File: src/ght_pkg.sv
`timescale 1ns / 1ps
// Shared types and codes of the generational handle table.
// No dependencies; every other file of the block but ght_ram imports this package.
package ght_pkg;

    // Function codes of an input item.
    localparam logic [2:0] FN_CREATE   = 3'd0;
    localparam logic [2:0] FN_RETAIN   = 3'd1;
    localparam logic [2:0] FN_RELEASE  = 3'd2;
    localparam logic [2:0] FN_VALIDATE = 3'd3;
    localparam logic [2:0] FN_ATTACH   = 3'd4;
    localparam logic [2:0] FN_GET      = 3'd5;

    // Status codes of a result item.
    localparam logic [2:0] STAT_OK        = 3'd0;
    localparam logic [2:0] STAT_BAD_ARG   = 3'd1;
    localparam logic [2:0] STAT_BAD_TYPE  = 3'd2;
    localparam logic [2:0] STAT_NO_MEM    = 3'd3;
    localparam logic [2:0] STAT_BAD_STATE = 3'd4;

    // Configuration register indexes.
    localparam int CFG_IDX_W = 4;
    localparam logic [CFG_IDX_W-1:0] CFG_TYPE_EN = 4'd0;
    localparam logic [CFG_IDX_W-1:0] CFG_FIN_EN  = 4'd1;

    localparam logic [31:0] GEN_MAX   = 32'hFFFF_FFFF;
    localparam logic [31:0] COUNT_MAX = 32'hFFFF_FFFF;

    typedef enum logic [0:0] {
        SEQ_IDLE = 1'b0,
        SEQ_EXEC = 1'b1
    } seq_state_t;

    // One slot entry as held in the entry memory.
    typedef struct packed {
        logic        in_use;
        logic [31:0] generation;
        logic [31:0] count;
        logic [63:0] word;
    } entry_t;

    localparam int ENTRY_W = $bits(entry_t);

    // Sequencer controls toward the datapath.
    typedef struct packed {
        logic in_stall;
        logic accept;
        logic commit;
    } ctl_t;

    // State updates that one operation asks for.
    typedef struct packed {
        logic entry_we;
        logic push;
        logic pop;
        logic extend;
    } upd_t;

    // Fields of one result item.
    typedef struct packed {
        logic [2:0]  status;
        logic [15:0] new_slot;
        logic [31:0] new_generation;
        logic        handle_valid;
        logic [63:0] user_value_out;
        logic        finalize_request;
    } res_t;

endpackage

File: src/ght_alu.sv
`timescale 1ns / 1ps
// Operation logic: checks a handle against the read entry and forms the
// entry write-back, stack updates and result fields. Depends on ght_pkg.
module ght_alu
    import ght_pkg::*;
#(
    parameter int SLOTS = 256
)(
    input  logic [2:0]                 func,
    input  logic [15:0]                slot,
    input  logic [31:0]                generation,
    input  logic [63:0]                user_value,
    input  entry_t                     rd_entry,
    input  logic [$clog2(SLOTS)-1:0]   top_slot,
    input  logic [$clog2(SLOTS+1)-1:0] free_count,
    input  logic [$clog2(SLOTS+1)-1:0] slots_used,
    input  logic                       type_en,
    input  logic                       fin_en,
    output upd_t                       upd,
    output logic [$clog2(SLOTS)-1:0]   wr_addr,
    output entry_t                     wr_entry,
    output res_t                       res
);

    localparam int IW   = $clog2(SLOTS);
    localparam int CW   = $clog2(SLOTS + 1);
    localparam int CMPW = (CW > 16) ? CW : 16;

    logic live;

    assign live = (CMPW'(slot) < CMPW'(slots_used)) && rd_entry.in_use
                  && (rd_entry.generation == generation);

    always_comb
    begin
        logic [IW-1:0] idx;
        logic [31:0]   gen;
        idx      = top_slot;
        gen      = rd_entry.generation;
        upd      = '0;
        res      = '0;
        wr_entry = rd_entry;
        wr_addr  = slot[IW-1:0];
        case (func)
            FN_CREATE:
            begin
                if (!type_en)
                begin
                    res.status = STAT_BAD_TYPE;
                end
                else if (free_count != '0)
                begin
                    upd.pop = 1'b1;
                end
                else if (slots_used != CW'(SLOTS))
                begin
                    // A slot at or past the high-water mark was never written.
                    upd.extend = 1'b1;
                    idx        = slots_used[IW-1:0];
                    gen        = '0;
                end
                else
                begin
                    res.status = STAT_NO_MEM;
                end
                if (upd.pop || upd.extend)
                begin
                    upd.entry_we        = 1'b1;
                    wr_addr             = idx;
                    wr_entry.in_use     = 1'b1;
                    wr_entry.generation = gen;
                    wr_entry.count      = 32'd1;
                    wr_entry.word       = '0;
                    res.new_slot        = 16'(idx);
                    res.new_generation  = gen;
                end
            end
            FN_RETAIN:
            begin
                if (!live)
                begin
                    res.status = STAT_BAD_ARG;
                end
                else if (rd_entry.count != COUNT_MAX)
                begin
                    upd.entry_we   = 1'b1;
                    wr_entry.count = rd_entry.count + 32'd1;
                end
            end
            FN_RELEASE:
            begin
                if (!live)
                begin
                    res.status = STAT_BAD_ARG;
                end
                else if (rd_entry.count == '0)
                begin
                    res.status = STAT_BAD_STATE;
                end
                else
                begin
                    upd.entry_we   = 1'b1;
                    wr_entry.count = rd_entry.count - 32'd1;
                    if (rd_entry.count == 32'd1)
                    begin
                        res.finalize_request = type_en && fin_en;
                        wr_entry.in_use      = 1'b0;
                        // A slot at the last generation is retired, not recycled.
                        if (rd_entry.generation != GEN_MAX)
                        begin
                            wr_entry.generation = rd_entry.generation + 32'd1;
                            upd.push            = (free_count < CW'(SLOTS));
                        end
                    end
                end
            end
            FN_VALIDATE:
            begin
                res.handle_valid = live;
            end
            FN_ATTACH:
            begin
                if (!live)
                begin
                    res.status = STAT_BAD_ARG;
                end
                else
                begin
                    upd.entry_we  = 1'b1;
                    wr_entry.word = user_value;
                end
            end
            FN_GET:
            begin
                if (!live)
                begin
                    res.status = STAT_BAD_ARG;
                end
                else
                begin
                    res.user_value_out = rd_entry.word;
                end
            end
            default:
            begin
                res.status = STAT_BAD_ARG;
            end
        endcase
    end

endmodule

File: config.mk
export PLATFORM = sky130hd
export DESIGN_NAME = ght_alu
export DESIGN_NICKNAME = d
export VERILOG_FILES = /design/src/ght_pkg.sv /design/src/ght_alu.sv
export SDC_FILE = /design/constraint.sdc
export NUM_CORES = 1
export LEC_CHECK = 0
export ABC_AREA = 1
export BUFFER_PORTS_ARGS = -buffer_cell sky130_fd_sc_hd__buf_2
export CAP_MARGIN = 10
export CORE_AREA = 2 2 206 208
export DETAILED_ROUTE_END_ITERATION = 6
export DIE_AREA = 0 0 208 210
export GPL_TIMING_DRIVEN = 1
export PLACE_DENSITY = 0.43
export SYNTH_ARGS = -nofsm -noshare
export SYNTH_HDL_FRONTEND = slang
export SYNTH_SLANG_ARGS = --single-unit
File: constraint.sdc
create_clock -name vclk -period 6.1
set_clock_uncertainty 0.2 [all_clocks]
set_input_delay 0.915 -clock vclk [all_inputs]
set_output_delay 0.915 -clock vclk [all_outputs]
set_load 0.01 [all_outputs]
==> qor.txt <==
# DRC: 0
vias in the first global route: 13,000
critical path depth: 16
Vias/cell: 4.91
Slew HR: 29.0%
setup total negative slack: 0 ps
initial antenna violation count: 3
fill cell count: 5,053
top cell family by delay on the critical path: simple AND/OR/NAND/NOR gates
Core Region: 41,500 µm²
Worst path max stage delay: 600 ps
DR WL/cell: 21.6 µm
Die Y-Extent: 210 µm
CP endpoint: wr_entry[84]
Hold Vio Cnt, Final: 0
crit path from: rd_entry[124]
Critical Path AT: 3800 ps
Post-CTS Setup Bufs: 0
DRT antenna net count: 0
synth warn: 0
Multi-input gate area: 7110 µm²
synth unique cells: 41
final setup fails: 0
Post-CTS Hold Fix Bufs: 0
CP max stage cell: nor2_4
FF/Latch Area: 0 µm²
Critical Path Start Type: input pin
post-synthesis cell area: 8570 µm²
Starting Density: 20.7%
die width: 208 µm
Worst Tran Pin Value: 1060 ps
fin nets: 2,572
Crit. End Element: output port
Syn Inst Count: 1,853
CLK BUF: 0
router iterations before antenna repair: 7
Hold Crit Class: input pin to output port
GRT Total Usage: 26.4%
grt total ovfl: 0
seq_cells: 0
worst path bufs/invs: 5
Initial DRC Count: 1,227
post-CTS sizing: 0
status: complete, no violations
critical path data required time: 4980 ps
Detailed Place HPWL: 51,300 µm
routability cong.: 1.04
minimum clock period after layout: 4920 ps
Max Freq: 203 MHz
critical path class: input pin to output port
CP dominant cell by count: nand2_1
MaxCap Viol Count: 0
full die area: 43,700 µm²
P&R area growth vs syn: 33.4%
Slew Viols, Final: 0
crit-path cells: buf_2, inv_2, nand2_1, nand2_1, nor2_1, nand2_1, nor2_1, nand2_1, nor2_2, inv_2, nor2_4, buf_12, o21ai_0, nand3_1, nand3_1, buf_2
largest net degree at the start of global routing: 68
Syn Area/Cell: 4.62 µm²
sequential-to-total area share from yosys stat: 0%
share of post-route cells with drive strength above 1: 26.2%
unrepaired setup endpoints after global routing: false
Port-buffer cells: 522
Critical Path Fanout Max: 55
post-route clock period utilization: 80.6%
detailed-route via count: 13,900
IO Count: 530
FP Rows: 75
DRT Wirelength: 61,100 µm
global-route wire length before repair: 87,300 µm
[cell usage in the layout, fill, tap and decap left out, types with 2 or more instances in the layout]
cell type,n
nor2_4,6
buf_2,522
a21oi_1,5
inv_2,24
ha_1,13
nand2_1,588
nor3_2,2
nand3_2,5
nand3_1,242
nor2_1,222
nor4_1,9
nand2_2,5
o211ai_1,4
nand4_1,35
nor3_1,113
conb_1,8
nor2_2,14
buf_4,16
diode_2,2
o21ai_0,90
inv_1,208
clkinv_1,3
xor2_1,72
o21ai_1,63
[stage by stage]
stage / hold WS (ps) / cells / cell area [µm²] / util [%] / setup WS (ps)
after global routing: 1940 / 2825 / 11400 / 27.6 / 882
after global placement: 1920 / 2824 / 11400 / 27.5 / 1210
after CTS: 1920 / 2824 / 11400 / 27.5 / 1180
final: 1910 / 2826 / 11400 / 27.6 / 1180
after floorplan: 1680 / 1860 / 8590 / - / 2510
after detailed placement: 1920 / 2824 / 11400 / 27.5 / 1180
[cells in the mapped netlist, types with 26 or more instances]
cell type,instances,area (µm²)
inv_1,208,781
nand3_1,244,1220
nor3_1,114,571
nand2_1,588,2210
xor2_1,72,631
o21ai_0,90,450
clkbuf_1,39,146
o21ai_1,63,315
nor2_1,224,841
buf_2,42,210
nand4_1,35,219
buf_4,26,195
[layout make-up]
class                      count  share of cell area (%)
tap                          539                    5.90
inverter                     236                    7.76
antenna                        2                  0.0438
timing repair buffer         539                    24.1
multi-input combinational   1510                    62.2
[tightest hold or removal path: cells and delay by family]
kind                   cells  cell delay [ps]
buffers and inverters      2              230
AND/OR/NAND/NOR            1               50
[how the worst min path moves through the flow]
stage | start | end | slack, ps | cells after the start
2_1_floorplan | free_count[8] | upd[2] | 1680 | 1
3_3_place_gp | free_count[8] | upd[2] | 1920 | 3
3_5_place_dp | free_count[8] | upd[2] | 1920 | 3
4_1_cts | free_count[8] | upd[2] | 1920 | 3
5_1_grt | free_count[8] | upd[2] | 1940 | 3
6_report | free_count[8] | upd[2] | 1910 | 3
[cells by family (layout without fill, tap and decap cells)]
kind of cell / Yosys count / in the layout / synth area share, %
xor+xnor: 73 / 73 / 7.46
other cells: 1 / 10 / 0.0438
simple gates: 1247 / 1247 / 62.7
buf+inv: 350 / 775 / 17.5
compound gates: 169 / 169 / 10.3
fa+ha+maj: 13 / 13 / 1.90
[per-layer routing]
metal	GRT usage (%)	wire length, µm	vias up
li1	-	-	6772
met1	36.2	27900	6456
met2	45.7	29000	578
met3	1.52	2910	60
met4	5.26	1290	4
met5	0	22	-
